File: config.mk
export PLATFORM = sky130hd
export DESIGN_NAME = rgbwy_led_frame_encoder_unit
export DESIGN_NICKNAME = d
export VERILOG_FILES = /design/src/hdl/rlfe_pkg.sv /design/src/hdl/rgbwy_led_frame_encoder_unit.sv /design/src/hdl/rlfe_front.sv /design/src/hdl/rlfe_cmd_fifo.sv /design/src/hdl/rlfe_back.sv
export SDC_FILE = /design/constraint.sdc
export NUM_CORES = 1
export LEC_CHECK = 0
export BUFFER_PORTS_ARGS = -buffer_cell sky130_fd_sc_hd__buf_2
export CAP_MARGIN = 15
export CORE_UTILIZATION = 39
export CTS_CLUSTER_DIAMETER = 100
export CTS_CLUSTER_SIZE = 14
export DETAILED_ROUTE_END_ITERATION = 8
export GPL_TIMING_DRIVEN = 0
export PLACE_DENSITY = 0.7
export SETUP_SLACK_MARGIN = 0.2
export SLEW_MARGIN = 20
export SYNTH_ARGS = -nofsm -noshare
export SYNTH_HDL_FRONTEND = slang
export SYNTH_SLANG_ARGS = --single-unit
File: constraint.sdc
create_clock -name clk_i -period 7.2 [get_ports clk_i]
set_input_delay 0.72 -clock clk_i [delete_from_list [all_inputs] [get_ports clk_i]]
set_output_delay 0.72 -clock clk_i [all_outputs]
set_load 0.05 [all_outputs]
File: src/hdl/rlfe_pkg.sv
// shared types, constants and the bit-to-nibble expansion for the led frame encoder
package rlfe_pkg;

  localparam int DutyW      = 16;
  localparam int GainW      = 5;
  localparam int CodeW      = 2;
  localparam int LineWordW  = 32;
  localparam int FrameWords = 14;
  localparam int MaxWords   = 32;
  localparam int ResetBytes = 128;
  localparam int WordCntW   = $clog2(MaxWords);
  localparam int ByteIdxW   = $clog2(FrameWords);
  localparam int CmdDepth   = 2;
  localparam int CmdPtrW    = $clog2(CmdDepth);

  localparam int ResetWordsRaw = (ResetBytes + 3) / 4;
  localparam int ResetWords    = (ResetWordsRaw > MaxWords) ? MaxWords :
                                 ((ResetWordsRaw == 0) ? 1 : ResetWordsRaw);
  localparam logic [WordCntW-1:0] LastResetIdx = WordCntW'(ResetWords - 1);
  localparam logic [ByteIdxW-1:0] LastFrameIdx = ByteIdxW'(FrameWords - 1);

  localparam logic [4:0] ReserveBits = 5'h1F;
  localparam logic [3:0] NibbleZero  = 4'h8;
  localparam logic [3:0] NibbleOne   = 4'hE;

  // register indexes on the configuration port
  localparam int PaddrW = 4;
  localparam logic [1:0] RegGain   = 2'd0;
  localparam logic [1:0] RegSleep  = 2'd1;
  localparam logic [1:0] RegNormal = 2'd2;

  typedef struct packed {
    logic             mode;
    logic [DutyW-1:0] red_duty;
    logic [DutyW-1:0] green_duty;
    logic [DutyW-1:0] blue_duty;
    logic [DutyW-1:0] white_duty;
    logic [DutyW-1:0] yellow_duty;
  } in_word_t;

  typedef struct packed {
    logic [LineWordW-1:0] line_word;
    logic                 last_word;
    logic                 pause_after;
  } out_word_t;

  typedef struct packed {
    logic [GainW-1:0] current_gain;
    logic [CodeW-1:0] sleep_code;
    logic [CodeW-1:0] normal_code;
  } cfg_t;

  // element FrameWords-1 holds the first byte on the line
  typedef struct packed {
    logic                           burst;
    logic                           two_copies;
    logic [FrameWords-1:0][7:0]     frame;
  } cmd_t;

  function automatic logic [LineWordW-1:0] expand_byte(input logic [7:0] b);
    logic [LineWordW-1:0] w;
    w = '0;
    for (int i = 0; i < 8; i++) begin
      w[4*i +: 4] = b[i] ? NibbleOne : NibbleZero;
    end
    return w;
  endfunction

endpackage

File: src/hdl/rgbwy_led_frame_encoder_unit.sv
// top level of the rgbwy led frame encoder: config registers, front end, queue, back end
// Each accepted item turns into line words out of the word sequencer: a colour frame
// is 14 words, a frame that wakes the driver from sleep is sent twice (28 words), and
// a reset burst is 32 zero words. Items are taken in back to back into a two-entry
// command queue, so the input stalls only when the queue is full; the sustained rate
// is set by the sequencer, one output word per cycle while pop keeps up. The last word
// of each item carries last_word, and the first copy of a wake frame ends with
// pause_after. Configuration (gain, sleep and normal codes) sits at byte addresses 0,
// 4 and 8; the user must write it only while idle, which the block does not enforce.
module rgbwy_led_frame_encoder_unit import rlfe_pkg::*; (
  input  logic              clk_i,
  input  logic              rst_ni,
  input  logic              push,
  output logic              full,
  input  in_word_t          in_word_i,
  output logic              empty,
  input  logic              pop,
  output out_word_t         out_word_o,
  input  logic              psel,
  input  logic              penable,
  input  logic              pwrite,
  input  logic [PaddrW-1:0] paddr,
  input  logic [31:0]       pwdata,
  output logic [31:0]       prdata,
  output logic              pready
);

  cfg_t cfg_q, cfg_d;
  logic cfg_wr;
  logic cmd_push, cmd_pop, cmd_full, cmd_valid;
  cmd_t cmd_in, cmd_out;

  assign pready = 1'b1;
  assign cfg_wr = psel && penable && pwrite && pready;

  always_comb begin
    cfg_d = cfg_q;
    if (cfg_wr) begin
      unique case (paddr[3:2])
        RegGain:   cfg_d.current_gain = pwdata[GainW-1:0];
        RegSleep:  cfg_d.sleep_code   = pwdata[CodeW-1:0];
        RegNormal: cfg_d.normal_code  = pwdata[CodeW-1:0];
        default:   cfg_d = cfg_q;
      endcase
    end
  end

  always_comb begin
    unique case (paddr[3:2])
      RegGain:   prdata = 32'(cfg_q.current_gain);
      RegSleep:  prdata = 32'(cfg_q.sleep_code);
      RegNormal: prdata = 32'(cfg_q.normal_code);
      default:   prdata = '0;
    endcase
  end

  always_ff @(posedge clk_i or negedge rst_ni) begin
    if (!rst_ni) begin
      cfg_q.current_gain <= '0;
      cfg_q.sleep_code   <= '0;
      cfg_q.normal_code  <= CodeW'(1);
    end else begin
      cfg_q <= cfg_d;
    end
  end

  assign full = cmd_full;

  rlfe_front u_front (
    .clk_i      (clk_i),
    .rst_ni     (rst_ni),
    .push_i     (push),
    .item_i     (in_word_i),
    .cfg_i      (cfg_q),
    .cmd_full_i (cmd_full),
    .cmd_push_o (cmd_push),
    .cmd_o      (cmd_in)
  );

  rlfe_cmd_fifo u_cmd_fifo (
    .clk_i   (clk_i),
    .rst_ni  (rst_ni),
    .wr_i    (cmd_push),
    .wdata_i (cmd_in),
    .rd_i    (cmd_pop),
    .rdata_o (cmd_out),
    .full_o  (cmd_full),
    .valid_o (cmd_valid)
  );

  rlfe_back u_back (
    .clk_i       (clk_i),
    .rst_ni      (rst_ni),
    .cmd_valid_i (cmd_valid),
    .cmd_i       (cmd_out),
    .cmd_pop_o   (cmd_pop),
    .pop_i       (pop),
    .empty_o     (empty),
    .out_word_o  (out_word_o)
  );

endmodule

File: src/hdl/rlfe_front.sv
// front end: takes items, picks the standby code and repeat count, builds the frame
module rlfe_front import rlfe_pkg::*; (
  input  logic     clk_i,
  input  logic     rst_ni,
  input  logic     push_i,
  input  in_word_t item_i,
  input  cfg_t     cfg_i,
  input  logic     cmd_full_i,
  output logic     cmd_push_o,
  output cmd_t     cmd_o
);

  logic [CodeW-1:0] prev_standby_q, prev_standby_d;
  logic             known_q, known_d;
  logic [CodeW-1:0] standby;
  logic [LineWordW-1:0] ctrl;
  logic             all_zero;
  logic [GainW-1:0] g;

  assign cmd_push_o = push_i && !cmd_full_i;

  always_comb begin
    all_zero = (item_i.red_duty | item_i.green_duty | item_i.blue_duty |
                item_i.white_duty | item_i.yellow_duty) == '0;
    standby  = all_zero ? cfg_i.sleep_code : cfg_i.normal_code;
    g        = cfg_i.current_gain;
    ctrl     = {g, g, g, g, g, standby, ReserveBits};

    cmd_o.burst      = item_i.mode;
    cmd_o.two_copies = known_q && (prev_standby_q != standby) &&
                       (prev_standby_q == cfg_i.sleep_code);
    cmd_o.frame      = {item_i.red_duty, item_i.green_duty, item_i.blue_duty,
                        item_i.white_duty, item_i.yellow_duty, ctrl};

    prev_standby_d = prev_standby_q;
    known_d        = known_q;
    // reset bursts leave the standby history alone
    if (cmd_push_o && !item_i.mode) begin
      prev_standby_d = standby;
      known_d        = 1'b1;
    end
  end

  always_ff @(posedge clk_i or negedge rst_ni) begin
    if (!rst_ni) begin
      prev_standby_q <= '0;
      known_q        <= 1'b0;
    end else begin
      prev_standby_q <= prev_standby_d;
      known_q        <= known_d;
    end
  end

endmodule

File: src/hdl/rlfe_cmd_fifo.sv
// two-entry command queue between the front end and the word sequencer
module rlfe_cmd_fifo import rlfe_pkg::*; (
  input  logic clk_i,
  input  logic rst_ni,
  input  logic wr_i,
  input  cmd_t wdata_i,
  input  logic rd_i,
  output cmd_t rdata_o,
  output logic full_o,
  output logic valid_o
);

  cmd_t                 mem_q [CmdDepth];
  logic [CmdPtrW-1:0]   wr_ptr_q, wr_ptr_d;
  logic [CmdPtrW-1:0]   rd_ptr_q, rd_ptr_d;
  logic [CmdPtrW:0]     count_q, count_d;
  logic                 do_wr, do_rd;

  assign full_o  = count_q == (CmdPtrW+1)'(CmdDepth);
  assign valid_o = count_q != '0;
  assign rdata_o = mem_q[rd_ptr_q];
  assign do_wr   = wr_i && !full_o;
  assign do_rd   = rd_i && valid_o;

  always_comb begin
    wr_ptr_d = do_wr ? wr_ptr_q + 1'b1 : wr_ptr_q;
    rd_ptr_d = do_rd ? rd_ptr_q + 1'b1 : rd_ptr_q;
    count_d  = count_q;
    if (do_wr && !do_rd) begin
      count_d = count_q + 1'b1;
    end else if (!do_wr && do_rd) begin
      count_d = count_q - 1'b1;
    end
  end

  always_ff @(posedge clk_i or negedge rst_ni) begin
    if (!rst_ni) begin
      wr_ptr_q <= '0;
      rd_ptr_q <= '0;
      count_q  <= '0;
    end else begin
      wr_ptr_q <= wr_ptr_d;
      rd_ptr_q <= rd_ptr_d;
      count_q  <= count_d;
    end
  end

  always_ff @(posedge clk_i) begin
    if (do_wr) begin
      mem_q[wr_ptr_q] <= wdata_i;
    end
  end

endmodule

File: src/hdl/rlfe_back.sv
// back end: walks one command word by word into the output register
module rlfe_back import rlfe_pkg::*; (
  input  logic      clk_i,
  input  logic      rst_ni,
  input  logic      cmd_valid_i,
  input  cmd_t      cmd_i,
  output logic      cmd_pop_o,
  input  logic      pop_i,
  output logic      empty_o,
  output out_word_t out_word_o
);

  logic [WordCntW-1:0] idx_q, idx_d;
  logic                copy_q, copy_d;
  logic                out_valid_q, out_valid_d;
  out_word_t           out_q, out_d;
  logic                advance;
  logic [ByteIdxW-1:0] byte_sel;
  logic                frame_end;

  assign empty_o    = !out_valid_q;
  assign out_word_o = out_q;
  assign advance    = cmd_valid_i && (!out_valid_q || pop_i);
  assign byte_sel   = LastFrameIdx - idx_q[ByteIdxW-1:0];
  assign frame_end  = idx_q[ByteIdxW-1:0] == LastFrameIdx;

  always_comb begin
    idx_d       = idx_q;
    copy_d      = copy_q;
    out_d       = out_q;
    out_valid_d = out_valid_q;
    cmd_pop_o   = 1'b0;
    if (out_valid_q && pop_i) begin
      out_valid_d = 1'b0;
    end
    if (advance) begin
      out_valid_d       = 1'b1;
      out_d.pause_after = 1'b0;
      out_d.last_word   = 1'b0;
      idx_d             = idx_q + 1'b1;
      if (cmd_i.burst) begin
        out_d.line_word = '0;
        if (idx_q == LastResetIdx) begin
          out_d.last_word = 1'b1;
          cmd_pop_o       = 1'b1;
          idx_d           = '0;
        end
      end else begin
        out_d.line_word = expand_byte(cmd_i.frame[byte_sel]);
        if (frame_end) begin
          idx_d = '0;
          if (cmd_i.two_copies && !copy_q) begin
            // first copy of a wake frame: line pauses, then the repeat
            out_d.pause_after = 1'b1;
            copy_d            = 1'b1;
          end else begin
            out_d.last_word = 1'b1;
            copy_d          = 1'b0;
            cmd_pop_o       = 1'b1;
          end
        end
      end
    end
  end

  always_ff @(posedge clk_i or negedge rst_ni) begin
    if (!rst_ni) begin
      idx_q       <= '0;
      copy_q      <= 1'b0;
      out_valid_q <= 1'b0;
    end else begin
      idx_q       <= idx_d;
      copy_q      <= copy_d;
      out_valid_q <= out_valid_d;
    end
  end

  always_ff @(posedge clk_i) begin
    out_q <= out_d;
  end

endmodule
==> run_results.csv <==
group,metric,value,unit
run_status,outcome,"completed",
sta,post-route-min-period,3.73,ns
sta,tightestPinTransition,0.901,ns
placement,placed_cells,1022,
sta,tns,0,ns
layout,number_of_inserted_filler_cells_in_the_final_layout,1986,
clocking,cts_hold_buf,0,
synth,yosys_most_used_dff,"sky130_fd_sc_hd__edfxtp_1",
routing,detail_route.vias_per_cell,5.07,
routing,avgRoutedWirePerCell,19.6,um
routing,drc_errors,0,
routing,route.antenna.remaining_nets,0,
layout,layout_common_cells,"sky130_fd_sc_hd__edfxtp_1, sky130_fd_sc_hd__buf_2, sky130_fd_sc_hd__buf_4",
critical_path,worst-setup-path-type,"reg2reg",
floorplanning,effective_utilization_at_floorplan,40.0,%
clocking,cts_setup_buffers,0,
layout,final_core_util,48.0,%
job,cap_violations,0,
global_route,grt_use_total,17.8,%
layout,final_layout_size_suffix_gt1_share,37.1,%
clocking,worst_setup_hold_path_clk_slew,0.07,ns
layout,regArea,0.00625,mm2
synth,number_of_library_cell_types_mapped_by_synthesis,44,
clocking,clock-root-buffer,"sky130_fd_sc_hd__clkbuf_16",
clocking,numClockSinks,212,
clocking,post_cts_resized,0,
synth,synth-xor-area-share,1.06,%
layout,multi_input_area,0.00248,mm2
global_route,grt_first_pass_wirelength,31500,um
min_path,timing.hold.worst.class,"in2async",
synth,combinational_family_with_the_most_area_after_synthesis,"multiplexers",
floorplanning,io_pins,193,
synth,postSynthAreaPerCell,16.7,um2
synth,synth_area,0.00911,mm2
critical_path,launch_point_of_the_worst_reg_to_reg_path,"u_back.idx_q[1]$_DFFE_PN0P_",
synth,synth_sequential_area_ratio,68.6,%
layout,finalNetCount,860,
synth,async_reset_ff_share,10.8,%
sta,unrepaired_setup_endpoints_after_global_routing,"false",
routing,final_routed_wirelength,20700,um
synth,synth_simple_gate_area_share,6.00,%
placement,hpwlAfterDp,15000,um
clocking,clock_tree_from_tritoncts,"done",
critical_path,worstPathArrival,3.99,ns
synth,synth_fa_ha_area_share,0.824,%
layout,mostFrequentLayoutCell,"sky130_fd_sc_hd__edfxtp_1",
sta,fin_skew,0.00953,ns
floorplanning,fp-row-count,55,
placement,place_congestion,0.841,
synth,ys_seq_elements,212,
synth,number_of_synthesis_warnings,0,
critical_path,timing.critical_path.required,7.46,ns
floorplanning,die-area,0.0240,mm2
global_route,grt_start_max_net_pins,46,
routing,vias,5353,
synth,synth.top_cells.by_area,"sky130_fd_sc_hd__edfxtp_1, sky130_fd_sc_hd__mux4_2, sky130_fd_sc_hd__dfrtp_1",
layout,insertedDiodeCount,0,
synth,post_synth_mux_area_share,14.2,%
power_and_ir_drop,pwr_density_cell,417,mW/mm2
sta,max_slew_margin,39.9,%
sta,timing_hold_violations_final,0,
routing,drt-pass1-iter-count,4,
floorplanning,die_w,155,um
sta,layout_worst_path_cycle_share,51.8,%
sta,setup_viol,0,
sta,timing.final.max_slew_violations,0,
global_route,grt_overflow_total,0,
critical_path,crit_start,"u_back.idx_q[1]$_DFFE_PN0P_",
critical_path,element_type_at_the_critical_path_start,"flop",
critical_path,setup.worst_path.end_class,"flop",
sta,fmaxAchievable,0.268,GHz
synth,synth_top_area_share,62.3,%
layout,finalNonFillerCells,1056,
layout,area.growth.synth_to_final,20.1,%
clocking,total_number_of_h_tree_levels,1,
floorplanning,core,0.0228,mm2
synth,synth-edff-count,189,
clocking,tritoncts.num_buffers,19,
global_route,antenna_found_initial,1,
placement,buffers_on_ports,126,
power_and_ir_drop,power.static_leakage,4.07,nW
synth,syn_inst,544,
routing,drt_initial_violations,376,
critical_path,critPathMaxFanout,10,
clocking,clock_latency,0.50,ns
power_and_ir_drop,post-layout-total-power,0.00456,W
synth,synth_largest_area_cell,"sky130_fd_sc_hd__edfxtp_1",
synth,synth-compound-area-share,3.52,%
global_route,grt_pass1_vias,5222,
power_and_ir_drop,vdd_drop_max,0.000235,V
clocking,maximum_buffer_depth_of_the_clock_tree,3,
floorplanning,die_h,155,um
sta,timing.hold.ws,0.218,ns
[per-layer routing]
metal	up-vias	GRT usage, %	wire length (um)
li1	2426	-	-
met1	2637	24.1	8740
met2	255	29.4	9990
met3	35	2.91	1370
met4	0	5.47	580
met5	-	0	0
[through the flow]
| stage | setup slack (ns) | instance area, um2 |
|---|---|---|
| 2_1_floorplan | 2.04 | 9240 |
| 3_3_place_gp | -0.299 | 10300 |
| 3_5_place_dp | 3.59 | 10400 |
| 4_1_cts | 3.54 | 10900 |
| 5_1_grt | 3.28 | 10900 |
| 6_report | 3.47 | 10900 |
[Yosys cell counts (all sizes together) (3+ instances only)]
library cell and count:
a211oi 9, a21oi 7, a221oi 4, a31oi 5
and2 5, buf 62, clkbuf 10, dfrtp 22
edfxtp 189, ha 6, inv 6, mux2 16
mux2i 17, mux4 42, nand2 28, nand2b 3
nand3 7, nand4 6, nor2 21, nor3 5
nor3b 3, nor4 20, o21ai 18, or3 3
xnor2 9
[worst max-delay path, cell delays in order, from the launching register on]
cell and delay, ns:
sky130_fd_sc_hd__dfrtp_1 0.51, sky130_fd_sc_hd__clkinv_1 0.33, sky130_fd_sc_hd__clkbuf_1 0.34, sky130_fd_sc_hd__ha_1 0.35
sky130_fd_sc_hd__buf_2 0.26, sky130_fd_sc_hd__buf_1 0.69, sky130_fd_sc_hd__clkbuf_1 0.40, sky130_fd_sc_hd__o21ai_0 0.18
sky130_fd_sc_hd__a211oi_1 0.43
[power by group]
part / internal (W) / total (W) / switching, W / leakage, nW
Clock: 0.000501 / 0.000932 / 0.000431 / 0.261
Sequential: 0.00172 / 0.00184 / 0.000121 / 2.04
Combinational: 0.000656 / 0.00179 / 0.00113 / 1.77
Total: 0.00288 / 0.00456 / 0.00169 / 4.07
[worst paths after layout]
check,endpoint,slack (ns),cells past startpoint
worst max-delay path,u_back.out_word_o[8]$_SDFFCE_PP0P_,3.47,8
min in group clk_i,u_cmd_fifo.mem_q[0][102]$_DFFE_PP_,0.42,1
max in group asynchronous,cfg_q[0]$_DFFE_PN1P_,6.60,1
worst max register to register,u_back.out_word_o[8]$_SDFFCE_PP0P_,3.47,8
worst min register to register,u_front.known_q$_DFFE_PN0P_,0.48,1
worst min-delay path,u_back.copy_q$_DFFE_PN0P_,0.22,1
[registers in the layout (all words and copies together) (netlist names)]
register,count
cfg_q,9
u_back.copy_q,1
u_back.idx_q,5
u_back.out_valid_q,1
u_back.out_word_o,11
u_cmd_fifo.count_q,2
u_cmd_fifo.mem_q,178
u_cmd_fifo.rd_ptr_q,1
u_cmd_fifo.wr_ptr_q,1
u_front.known_q,1
u_front.prev_standby_q,2
[final cells by class]
class / instances / share of cell area, %
Buffer: 72 / 4.41
Sequential cell: 212 / 57.2
Clock inverter: 2 / 0.229
Clock buffer: 32 / 4.79
Tap cell: 313 / 3.58
Inverter: 8 / 0.275
Multi-Input combinational cell: 286 / 22.7
Timing Repair Buffer: 131 / 6.89
[logic make-up (layout without fill, tap and decap cells)]
logic type      after synthesis  after routing
compound gates               51             51
simple gates                107            107
flops                       212            212
fa+ha+maj                     6              6
other cells                   2             36
mux                          75             75
buf+inv                      80            245
xor+xnor                     11             11
(Power assumes the default switching activity.)
